==> src/rtl/apu_fss_pkg.sv <==
package apu_fss_pkg;

  // Default number of length counter channels.
  localparam int NUM_LEN_CH_DEFAULT = 4;

  // Channels that have register access and status bits.
  localparam int REG_CHANNELS = 4;

  // Item commands.
  typedef enum logic [1:0] {
    CMD_TICK  = 2'd0,
    CMD_WRITE = 2'd1,
    CMD_READ  = 2'd2,
    CMD_NOP   = 2'd3
  } cmd_e;

  // Register offsets from the APU base.
  localparam logic [4:0] REG_DMC_CTRL = 5'h10;
  localparam logic [4:0] REG_DMC_LEN  = 5'h13;
  localparam logic [4:0] REG_STATUS   = 5'h15;
  localparam logic [4:0] REG_FRAME    = 5'h17;

  // Low two address bits inside a channel's register group.
  localparam logic [1:0] CH_REG_HALT = 2'd0;
  localparam logic [1:0] CH_REG_LEN  = 2'd3;

  // Frame sequencer points.
  localparam logic [15:0] FC_STEP1     = 16'd14913;
  localparam logic [15:0] FC4_STEP2    = 16'd29829;
  localparam logic [15:0] FC4_IRQ_FROM = 16'd29828;
  localparam logic [15:0] FC4_WRAP     = 16'd29830;
  localparam logic [15:0] FC5_STEP2    = 16'd37281;
  localparam logic [15:0] FC5_WRAP     = 16'd37282;

  // Frame restart delay after a frame register write.
  localparam logic [2:0] FRAME_DELAY_EVEN = 3'd3;
  localparam logic [2:0] FRAME_DELAY_ODD  = 3'd4;

  // Sample channel reset values.
  localparam logic [8:0] DMC_PERIOD_RESET = 9'h1AC;
  localparam logic [3:0] DMC_BITS_PER_BYTE = 4'd8;

  // Length counter load table.
  localparam logic [7:0] LEN_TABLE [32] = '{
    8'h0A, 8'hFE, 8'h14, 8'h02, 8'h28, 8'h04, 8'h50, 8'h06,
    8'hA0, 8'h08, 8'h3C, 8'h0A, 8'h0E, 8'h0C, 8'h1A, 8'h0E,
    8'h0C, 8'h10, 8'h18, 8'h12, 8'h30, 8'h14, 8'h60, 8'h16,
    8'hC0, 8'h18, 8'h48, 8'h1A, 8'h10, 8'h1C, 8'h20, 8'h1E
  };

  // Sample channel period table.
  localparam logic [8:0] PERIOD_TABLE [16] = '{
    9'h1AC, 9'h17C, 9'h154, 9'h140, 9'h11E, 9'h0FE, 9'h0E2, 9'h0D6,
    9'h0BE, 9'h0A0, 9'h08E, 9'h080, 9'h06A, 9'h054, 9'h048, 9'h036
  };

  // Input item.
  typedef struct packed {
    logic [1:0] command;
    logic [4:0] reg_address;
    logic [7:0] write_data;
  } apu_in_t;

  // Result item.
  typedef struct packed {
    logic [7:0] read_data;
    logic       frame_irq;
    logic       sample_irq;
    logic       sample_fetch;
  } apu_out_t;

  // Strobes from the top level to the sample channel, valid on a transfer only.
  typedef struct packed {
    logic tick;
    logic wr_ctrl;
    logic wr_len;
    logic wr_status;
  } smp_ctl_t;

  // Sample channel status back to the top level.
  typedef struct packed {
    logic active;
    logic irq;
    logic irq_nxt;
    logic fetch;
  } smp_stat_t;

endpackage

==> src/rtl/apu_fss_sample.sv <==
module apu_fss_sample import apu_fss_pkg::*; (
  input  logic      clk,
  input  logic      rst_n,
  input  smp_ctl_t  ctl,
  input  logic [7:0] wdata,
  output smp_stat_t stat
);

  logic [11:0] bytes_left_r, bytes_left_nxt;
  logic [11:0] length_r, length_nxt;
  logic [8:0]  period_r, period_nxt;
  logic [8:0]  reload_r, reload_nxt;
  logic [3:0]  bits_left_r, bits_left_nxt;
  logic        loop_r, loop_nxt;
  logic        irq_en_r, irq_en_nxt;
  logic        empty_r, empty_nxt;
  logic        irq_r, irq_nxt;

  logic        fetch;
  logic [11:0] fetch_src;
  logic [11:0] fetch_rem;
  logic [8:0]  period_dec;
  logic [3:0]  bits_dec;

  // Period timer, bit timer, register writes and the byte fetch.
  always_comb begin
    bytes_left_nxt = bytes_left_r;
    length_nxt     = length_r;
    period_nxt     = period_r;
    reload_nxt     = reload_r;
    bits_left_nxt  = bits_left_r;
    loop_nxt       = loop_r;
    irq_en_nxt     = irq_en_r;
    empty_nxt      = empty_r;
    irq_nxt        = irq_r;
    fetch          = 1'b0;
    fetch_src      = bytes_left_r;
    period_dec     = period_r - 9'd1;
    bits_dec       = bits_left_r - 4'd1;

    if (ctl.tick) begin
      period_nxt = period_dec;
      if (period_dec == 9'd0) begin
        period_nxt    = reload_r;
        bits_left_nxt = bits_dec;
        if (bits_dec == 4'd0) begin
          bits_left_nxt = DMC_BITS_PER_BYTE;
          empty_nxt     = 1'b1;
          fetch         = (bytes_left_r != 12'd0);
        end
      end
    end

    if (ctl.wr_ctrl) begin
      irq_en_nxt = wdata[7];
      loop_nxt   = wdata[6];
      reload_nxt = PERIOD_TABLE[wdata[3:0]];
      if (!wdata[7]) begin
        irq_nxt = 1'b0;
      end
    end

    if (ctl.wr_len) begin
      length_nxt = {wdata, 4'b0000} + 12'd1;
    end

    if (ctl.wr_status) begin
      irq_nxt = 1'b0;
      if (!wdata[4]) begin
        bytes_left_nxt = 12'd0;
      end else if (bytes_left_r == 12'd0) begin
        bytes_left_nxt = length_r;
        fetch_src      = length_r;
        fetch          = empty_r && (length_r != 12'd0);
      end
    end

    // A fetch takes one byte; on the last byte it loops, or raises an interrupt if enabled.
    fetch_rem = fetch_src - 12'd1;
    if (fetch) begin
      empty_nxt      = 1'b0;
      bytes_left_nxt = fetch_rem;
      if (fetch_rem == 12'd0) begin
        if (loop_r) begin
          bytes_left_nxt = length_r;
        end else if (irq_en_r) begin
          irq_nxt = 1'b1;
        end
      end
    end
  end

  always_ff @(posedge clk) begin
    if (!rst_n) begin
      bytes_left_r <= '0;
      length_r     <= '0;
      period_r     <= DMC_PERIOD_RESET;
      reload_r     <= DMC_PERIOD_RESET;
      bits_left_r  <= DMC_BITS_PER_BYTE;
      loop_r       <= 1'b0;
      irq_en_r     <= 1'b0;
      empty_r      <= 1'b1;
      irq_r        <= 1'b0;
    end else begin
      bytes_left_r <= bytes_left_nxt;
      length_r     <= length_nxt;
      period_r     <= period_nxt;
      reload_r     <= reload_nxt;
      bits_left_r  <= bits_left_nxt;
      loop_r       <= loop_nxt;
      irq_en_r     <= irq_en_nxt;
      empty_r      <= empty_nxt;
      irq_r        <= irq_nxt;
    end
  end

  assign stat.active  = (bytes_left_r != 12'd0);
  assign stat.irq     = irq_r;
  assign stat.irq_nxt = irq_nxt;
  assign stat.fetch   = fetch;

endmodule

==> src/rtl/apu_frame_sequencer_status_unit.sv <==
// Channel  | Ports                          | Moves
// ---------+--------------------------------+-----------------------------------
// input    | in_valid, in_ready, in_data    | one tick, write, read or no-op per transfer
// result   | out_valid, out_ready, out_data | one result per input item
//
// One item per clock is sustained while the result side keeps taking results; each
// item passes an input register and a result register before its result is offered.
// The state update for an item is a single pass of logic between those registers.
// rst_n is synchronous; after reset both stages are empty and all state is reset.
// A stalled result holds in the output register; the input register keeps taking
// items while it is empty or the output register frees up in the same cycle.
module apu_frame_sequencer_status_unit import apu_fss_pkg::*; #(
  parameter int NUM_LENGTH_CHANNELS = NUM_LEN_CH_DEFAULT
) (
  input  logic     clk,
  input  logic     rst_n,
  input  logic     in_valid,
  output logic     in_ready,
  input  apu_in_t  in_data,
  output logic     out_valid,
  input  logic     out_ready,
  output apu_out_t out_data
);

  localparam int NUM_STATUS = (NUM_LENGTH_CHANNELS < REG_CHANNELS) ?
                              NUM_LENGTH_CHANNELS : REG_CHANNELS;

  // Handshake and stage registers.
  logic     s1_valid_r;
  apu_in_t  s1_r;
  logic     out_valid_r;
  apu_out_t out_r, out_nxt;
  logic     out_free;
  logic     fire;

  assign out_free  = !out_valid_r || out_ready;
  assign fire      = s1_valid_r && out_free;
  assign in_ready  = !s1_valid_r || out_free;
  assign out_valid = out_valid_r;
  assign out_data  = out_r;

  always_ff @(posedge clk) begin
    if (!rst_n) begin
      s1_valid_r  <= 1'b0;
      out_valid_r <= 1'b0;
    end else begin
      if (in_ready) begin
        s1_valid_r <= in_valid;
      end
      if (out_free) begin
        out_valid_r <= s1_valid_r;
      end
    end
  end

  always_ff @(posedge clk) begin
    if (in_valid && in_ready) begin
      s1_r <= in_data;
    end
    if (fire) begin
      out_r <= out_nxt;
    end
  end

  // Command decode for the item in the input register.
  logic       is_tick, is_wr, is_rd;
  logic [7:0] wd;
  logic [4:0] addr;

  assign wd   = s1_r.write_data;
  assign addr = s1_r.reg_address;

  always_comb begin
    is_tick = 1'b0;
    is_wr   = 1'b0;
    is_rd   = 1'b0;
    unique case (cmd_e'(s1_r.command))
      CMD_TICK:  is_tick = fire;
      CMD_WRITE: is_wr   = fire;
      CMD_READ:  is_rd   = fire;
      CMD_NOP:   ;
    endcase
  end

  logic wr_frame, wr_status, rd_status;
  assign wr_frame  = is_wr && (addr == REG_FRAME);
  assign wr_status = is_wr && (addr == REG_STATUS);
  assign rd_status = is_rd && (addr == REG_STATUS);

  // Frame sequencer state.
  logic [15:0] fc_r, fc_nxt;
  logic [2:0]  delay_r, delay_nxt;
  logic        odd_r, odd_nxt;
  logic        five_r, five_nxt;
  logic        inhibit_r, inhibit_nxt;
  logic        fflag_r, fflag_nxt;
  logic        half_clk;
  logic        restarted;
  logic [15:0] fc_inc;

  // Tick advance, delayed restart, frame register write and status read clear.
  always_comb begin
    fc_nxt      = fc_r;
    delay_nxt   = delay_r;
    odd_nxt     = odd_r;
    five_nxt    = five_r;
    inhibit_nxt = inhibit_r;
    fflag_nxt   = fflag_r;
    half_clk    = 1'b0;
    restarted   = (delay_r == 3'd1);
    fc_inc      = fc_r + 16'd1;

    if (is_tick) begin
      odd_nxt = !odd_r;
      if (delay_r != 3'd0) begin
        delay_nxt = delay_r - 3'd1;
      end
      fc_nxt = restarted ? 16'd0 : fc_inc;
      if (five_r) begin
        if (!restarted && (fc_inc == FC5_WRAP)) begin
          fc_nxt = 16'd0;
        end
        half_clk = (fc_nxt == FC_STEP1) || (fc_nxt == FC5_STEP2);
      end else begin
        if (!restarted && (fc_inc == FC4_WRAP)) begin
          fc_nxt = 16'd0;
          if (!inhibit_r) begin
            fflag_nxt = 1'b1;
          end
        end
        half_clk = (fc_nxt == FC_STEP1) || (fc_nxt == FC4_STEP2);
        if ((fc_nxt >= FC4_IRQ_FROM) && !inhibit_r) begin
          fflag_nxt = 1'b1;
        end
      end
    end

    if (wr_frame) begin
      five_nxt    = wd[7];
      inhibit_nxt = wd[6];
      if (wd[6]) begin
        fflag_nxt = 1'b0;
      end
      delay_nxt = odd_r ? FRAME_DELAY_ODD : FRAME_DELAY_EVEN;
      half_clk  = wd[7];
    end

    if (rd_status) begin
      fflag_nxt = 1'b0;
    end
  end

  always_ff @(posedge clk) begin
    if (!rst_n) begin
      fc_r      <= '0;
      delay_r   <= '0;
      odd_r     <= 1'b0;
      five_r    <= 1'b0;
      inhibit_r <= 1'b0;
      fflag_r   <= 1'b0;
    end else begin
      fc_r      <= fc_nxt;
      delay_r   <= delay_nxt;
      odd_r     <= odd_nxt;
      five_r    <= five_nxt;
      inhibit_r <= inhibit_nxt;
      fflag_r   <= fflag_nxt;
    end
  end

  // Length counters, one per channel; only the first four have register access.
  logic [7:0] len_r  [NUM_LENGTH_CHANNELS];
  logic       on_r   [NUM_LENGTH_CHANNELS];
  logic       halt_r [NUM_LENGTH_CHANNELS];
  logic       ch_group;

  assign ch_group = is_wr && (addr[4] == 1'b0);

  for (genvar c = 0; c < NUM_LENGTH_CHANNELS; c++) begin : g_len
    logic [7:0] len_nxt;
    logic       on_nxt;
    logic       halt_nxt;
    logic       sel;

    assign sel = ch_group && (int'(addr[3:2]) == c);

    always_comb begin
      len_nxt  = len_r[c];
      on_nxt   = on_r[c];
      halt_nxt = halt_r[c];
      if (half_clk && !halt_r[c] && (len_r[c] != 8'd0)) begin
        len_nxt = len_r[c] - 8'd1;
      end
      if (sel && (addr[1:0] == CH_REG_HALT)) begin
        halt_nxt = (c == 2) ? wd[7] : wd[5];
      end
      if (sel && (addr[1:0] == CH_REG_LEN) && on_r[c]) begin
        len_nxt = LEN_TABLE[wd[7:3]];
      end
      if (wr_status) begin
        on_nxt = (c < REG_CHANNELS) ? wd[c] : 1'b0;
        if (!on_nxt) begin
          len_nxt = 8'd0;
        end
      end
    end

    always_ff @(posedge clk) begin
      if (!rst_n) begin
        len_r[c]  <= '0;
        on_r[c]   <= 1'b0;
        halt_r[c] <= 1'b0;
      end else begin
        len_r[c]  <= len_nxt;
        on_r[c]   <= on_nxt;
        halt_r[c] <= halt_nxt;
      end
    end
  end

  // Sample channel.
  smp_ctl_t  smp_ctl;
  smp_stat_t smp_stat;

  assign smp_ctl.tick      = is_tick;
  assign smp_ctl.wr_ctrl   = is_wr && (addr == REG_DMC_CTRL);
  assign smp_ctl.wr_len    = is_wr && (addr == REG_DMC_LEN);
  assign smp_ctl.wr_status = wr_status;

  apu_fss_sample u_sample (
    .clk   (clk),
    .rst_n (rst_n),
    .ctl   (smp_ctl),
    .wdata (wd),
    .stat  (smp_stat)
  );

  // Result assembly; the status byte reflects the state before this item.
  logic [REG_CHANNELS-1:0] len_nz;

  always_comb begin
    len_nz = '0;
    for (int c = 0; c < NUM_STATUS; c++) begin
      len_nz[c] = (len_r[c] != 8'd0);
    end
    out_nxt.read_data    = '0;
    if (rd_status) begin
      out_nxt.read_data = {smp_stat.irq, fflag_r, 1'b0, smp_stat.active, len_nz};
    end
    out_nxt.frame_irq    = fflag_nxt;
    out_nxt.sample_irq   = smp_stat.irq_nxt;
    out_nxt.sample_fetch = smp_stat.fetch;
  end

endmodule

==> config.mk <==
export PLATFORM = sky130hd
export DESIGN_NAME = apu_frame_sequencer_status_unit
export DESIGN_NICKNAME = d
export VERILOG_FILES = /design/src/rtl/apu_fss_pkg.sv /design/src/rtl/apu_fss_sample.sv /design/src/rtl/apu_frame_sequencer_status_unit.sv
export SDC_FILE = /design/constraint.sdc
export NUM_CORES = 1
export LEC_CHECK = 0
export BUFFER_PORTS_ARGS = -buffer_cell sky130_fd_sc_hd__buf_2
export CAP_MARGIN = 30
export CORE_MARGIN = 2
export CORE_UTILIZATION = 55
export CTS_CLUSTER_SIZE = 16
export DETAILED_ROUTE_END_ITERATION = 8
export GPL_TIMING_DRIVEN = 0
export PLACE_DENSITY_LB_ADDON = 0.12
export RECOVER_POWER = 25
export REMOVE_ABC_BUFFERS = 1
export SYNTH_ARGS = -nofsm -noshare
export SYNTH_HDL_FRONTEND = slang
export SYNTH_SLANG_ARGS = --single-unit
==> constraint.sdc <==
create_clock -name clk -period 4.2 [get_ports clk]
set_clock_uncertainty 0.2 [all_clocks]
set_input_delay 0.21 -clock clk [delete_from_list [all_inputs] [get_ports clk]]
set_output_delay 0.21 -clock clk [all_outputs]
set_load 0.03 [all_outputs]
==> impl_metrics.csv <==
group,metric,value,unit
sta,tightest_slew,933,ps
grt,antenna_found_initial,0,
pwr,power_frac_comb,0.055,
clock_network,tritoncts,"done",
final_layout,final_common_cell,"nor2_1",
critical_path,critPathRequiredTime,4340,ps
yosys,synth-async-reset-ratio,0,
pwr,vdd_drop_max,0.000417,V
clock_network,numCtsBuffers,17,
final_layout,fin_util,0.655,
die,rows,44,
yosys,ys.flop_type,"dfxtp_1",
routing,routed.top_layer,"met4",
die,die_y,127,um
final_layout,syn_to_final_growth,15.4,%
final_layout,layout-drive-gt1-share,0.112,
final_layout,mostFrequentLayoutCells,"nor2_1, dfxtp_1, nand2_1",
routing,wl_per_cell,17.1,um
placed_design,io_buffers,30,
yosys,syn_area_per_cell,8.02,sq um
final_layout,seq_area,3000,sq um
sta,fin_ws,148,ps
grt,overflow,0,
routing,wirelength,21500,um
routing,first_iter_violations,641,
pwr,seq_power_share,0.440,
routing,dr_wl_met2,9950,um
die,core_area,14600,sq um
die,io_pins,32,
yosys,syn_inst,1037,
placed_design,place_congestion,0.942,
pwr,p_leak,3.46,nW
clock_network,clk_path_buf_depth,2,
pwr,switching_share,0.222,
pwr,internal-power,2.45,mW
yosys,ys_types,81,
outcome,status,"finished clean",
min_path,hold_path.class,"register to register",
clock_network,cts.clk_slew.worst_paths,60,ps
clock_network,cts_root_buffer,"clkbuf_16",
critical_path,crit_arrival,4190,ps
grt,grt_use_total,0.269,
routing,vias_per_cell,6.10,
sta,hold_viol_final,0,
grt,grt_max_degree,34,
die,start_util,0.568,
sta,min_period,4050,ps
sta,fmaxAchievable,247,MHz
final_layout,finalNonFillerCells,1259,
final_layout,multi_input_area,5030,sq um
yosys,ys_seq_elements,136,
yosys,ys_warn_count,0,
routing,first_pass_iters,6,
critical_path,path_class,"register to register",
clock_network,cts_sinks,136,
critical_path,worstPathMaxFanout,6,
sta,slew_violations,0,
sta,setup_viol,0,
pwr,power.switching,698,uW
grt,grt_first_pass_wirelength,35100,um
critical_path,start_kind,"register",
placed_design,dpl.cell_count,1195,
grt,grt_pass1_vias,7055,
pwr,pwr-share-clk,0.504,
yosys,syn-cell-area,8310,sq um
routing,via_count,7682,
clock_network,htreeDepth,4,
sta,slew_headroom,0.377,
routing,met1Wirelength,9880,um
run,max_cap_viol_count,0,
routing,drtAntennaViolNets,0,
die,die_w,127,um
final_layout,final_nets,1110,
yosys,yosysSeqAreaShare,0.360,
sta,period_share,0.965,
critical_path,cp-end-kind,"register",
pwr,power_density,328,nW/um^2
clock_network,clk_latency,430,ps
routing,drc_errors,0,
placed_design,place_ws,-1400,ps
yosys,synth_edf_count,27,
final_layout,num_antenna_cells,0,
final_layout,nFillCells,1239,
die,dieArea,16100,sq um
routing,route.met3.wl,1250,um
placed_design,dp_hpwl,14100,um
## per-stage QoR
stage               cell area [sq um]  hold WS [ps]  power, mW  TNS, ps
finish                           9590           258       3.15        0
global route                     9590           282       3.24    -17.7
CTS                              9460           258       3.15        0
detailed placement               8560           188       1.57   -18370
global placement                 8430           186       1.56   -55190
floorplan                        8050          71.9       1.50    -1900
## Yosys cell counts, types with 4 or more instances
library cell    n  share of area
a211oi_1       25          0.023
a21oi_1        73          0.044
a221oi_1        5         0.0053
a22oi_1         6         0.0054
a31oi_1         9         0.0068
and2_1          7         0.0053
and3_1          6         0.0045
and3b_1         4         0.0042
and4_1          4         0.0042
buf_1           4         0.0018
buf_2           8         0.0048
clkbuf_1       48          0.022
dfxtp_1       109           0.26
edfxtp_1       27          0.098
ha_1           29          0.044
inv_1          46          0.021
mux2i_1        21          0.025
nand2_1        80          0.036
nand2b_1       18          0.014
nand3_1        22          0.013
nand4_1        15          0.011
nor2_1        144          0.065
nor2b_1         7         0.0053
nor3_1         40          0.024
nor3b_1         7         0.0063
nor4_1         21          0.016
nor4b_1         5         0.0053
o211ai_1       10         0.0090
o21a_1          4         0.0036
o21ai_0        61          0.037
o22ai_1        12         0.0090
or2_2           6         0.0045
or3_1          19          0.014
or4_1           9         0.0081
xnor2_1        41          0.043
xor2_1         11          0.012
## final timing paths
check                                               from  depth (start not counted)                         to  slack, ps
worst max-delay path            u_sample.bytes_left_r[2]                         14  u_sample.bytes_left_r[11]        150
worst min-delay path                u_sample.reload_r[6]                          2       u_sample.period_r[6]        260
worst max register to register  u_sample.bytes_left_r[2]                         14  u_sample.bytes_left_r[11]        150
worst min register to register      u_sample.reload_r[6]                          2       u_sample.period_r[6]        260
## sequential cells by signal (all words and copies together) (netlist names), 2 cells and up
name and count:
len_r 32, fc_r 16, u_sample.bytes_left_r 12, out_data 10, u_sample.length_r 9, u_sample.period_r 9, u_sample.reload_r 8, wd 8
addr 5, halt_r 4, on_r 4, u_sample.bits_left_r 4, delay_r 3, s1_r 2
## critical path, stage by stage, from the launching register on
cell and delay (ps):
dfxtp_2 350, or3_4 420, or3_4 360, nor4_4 330, a21oi_2 120, ha_4 200, or3b_4 260, nor3_4 60
mux2i_1 140, a32oi_1 160, or4b_4 530, nor3b_4 270, and2_4 250, nand2_1 60, a311oi_1 250
## final cells by class
class,count,share of cell area
clock buffers,25,0.0539
clock inverters,7,0.0119
inverters,47,0.0184
multi-input cells,792,0.525
flip-flops and latches,136,0.313
well taps,184,0.0240
repair buffers,68,0.0543
## power groups by stage
stage | Clock (mW) | Sequential [mW] | Combinational, mW
2_1_floorplan | 0 | 1.41 | 0.0892
3_3_place_gp | 0 | 1.41 | 0.145
3_5_place_dp | 0 | 1.41 | 0.152
4_1_cts | 1.60 | 1.38 | 0.171
5_1_grt | 1.66 | 1.39 | 0.191
6_report | 1.59 | 1.38 | 0.174
## per-layer routing
metal / track usage / vias up
li1: - / 3787
met1: 0.362 / 3581
met2: 0.427 / 256
met3: 0.0578 / 58
met4: 0.0989 / 0
met5: 0 / -
## cell families (layout without fill, tap and decap cells)
family | after synthesis | after routing | share of synthesized area
and+or+nand+nor | 443 | 444 | 0.275
AOI/OAI and AO/OA | 241 | 241 | 0.181
DFF | 136 | 136 | 0.360
buffers and inverters | 110 | 147 | 0.0527
xor gates and xnor gates | 52 | 52 | 0.0548
adders and majority gates | 29 | 29 | 0.0436
muxes | 25 | 25 | 0.0321
other | 1 | 1 | 0.000451
## repair_timing
item                                    in CTS  in global routing
hold buffers                                19                  0
hold endpoints to repair                    19                  0
resized for setup                           11                 21
pin swaps                                    1                 11
endpoints found under the setup margin      38                 40
cloned                                       0                  1
setup buffers                                4                  8
Power figures use the tool's default switching activity.
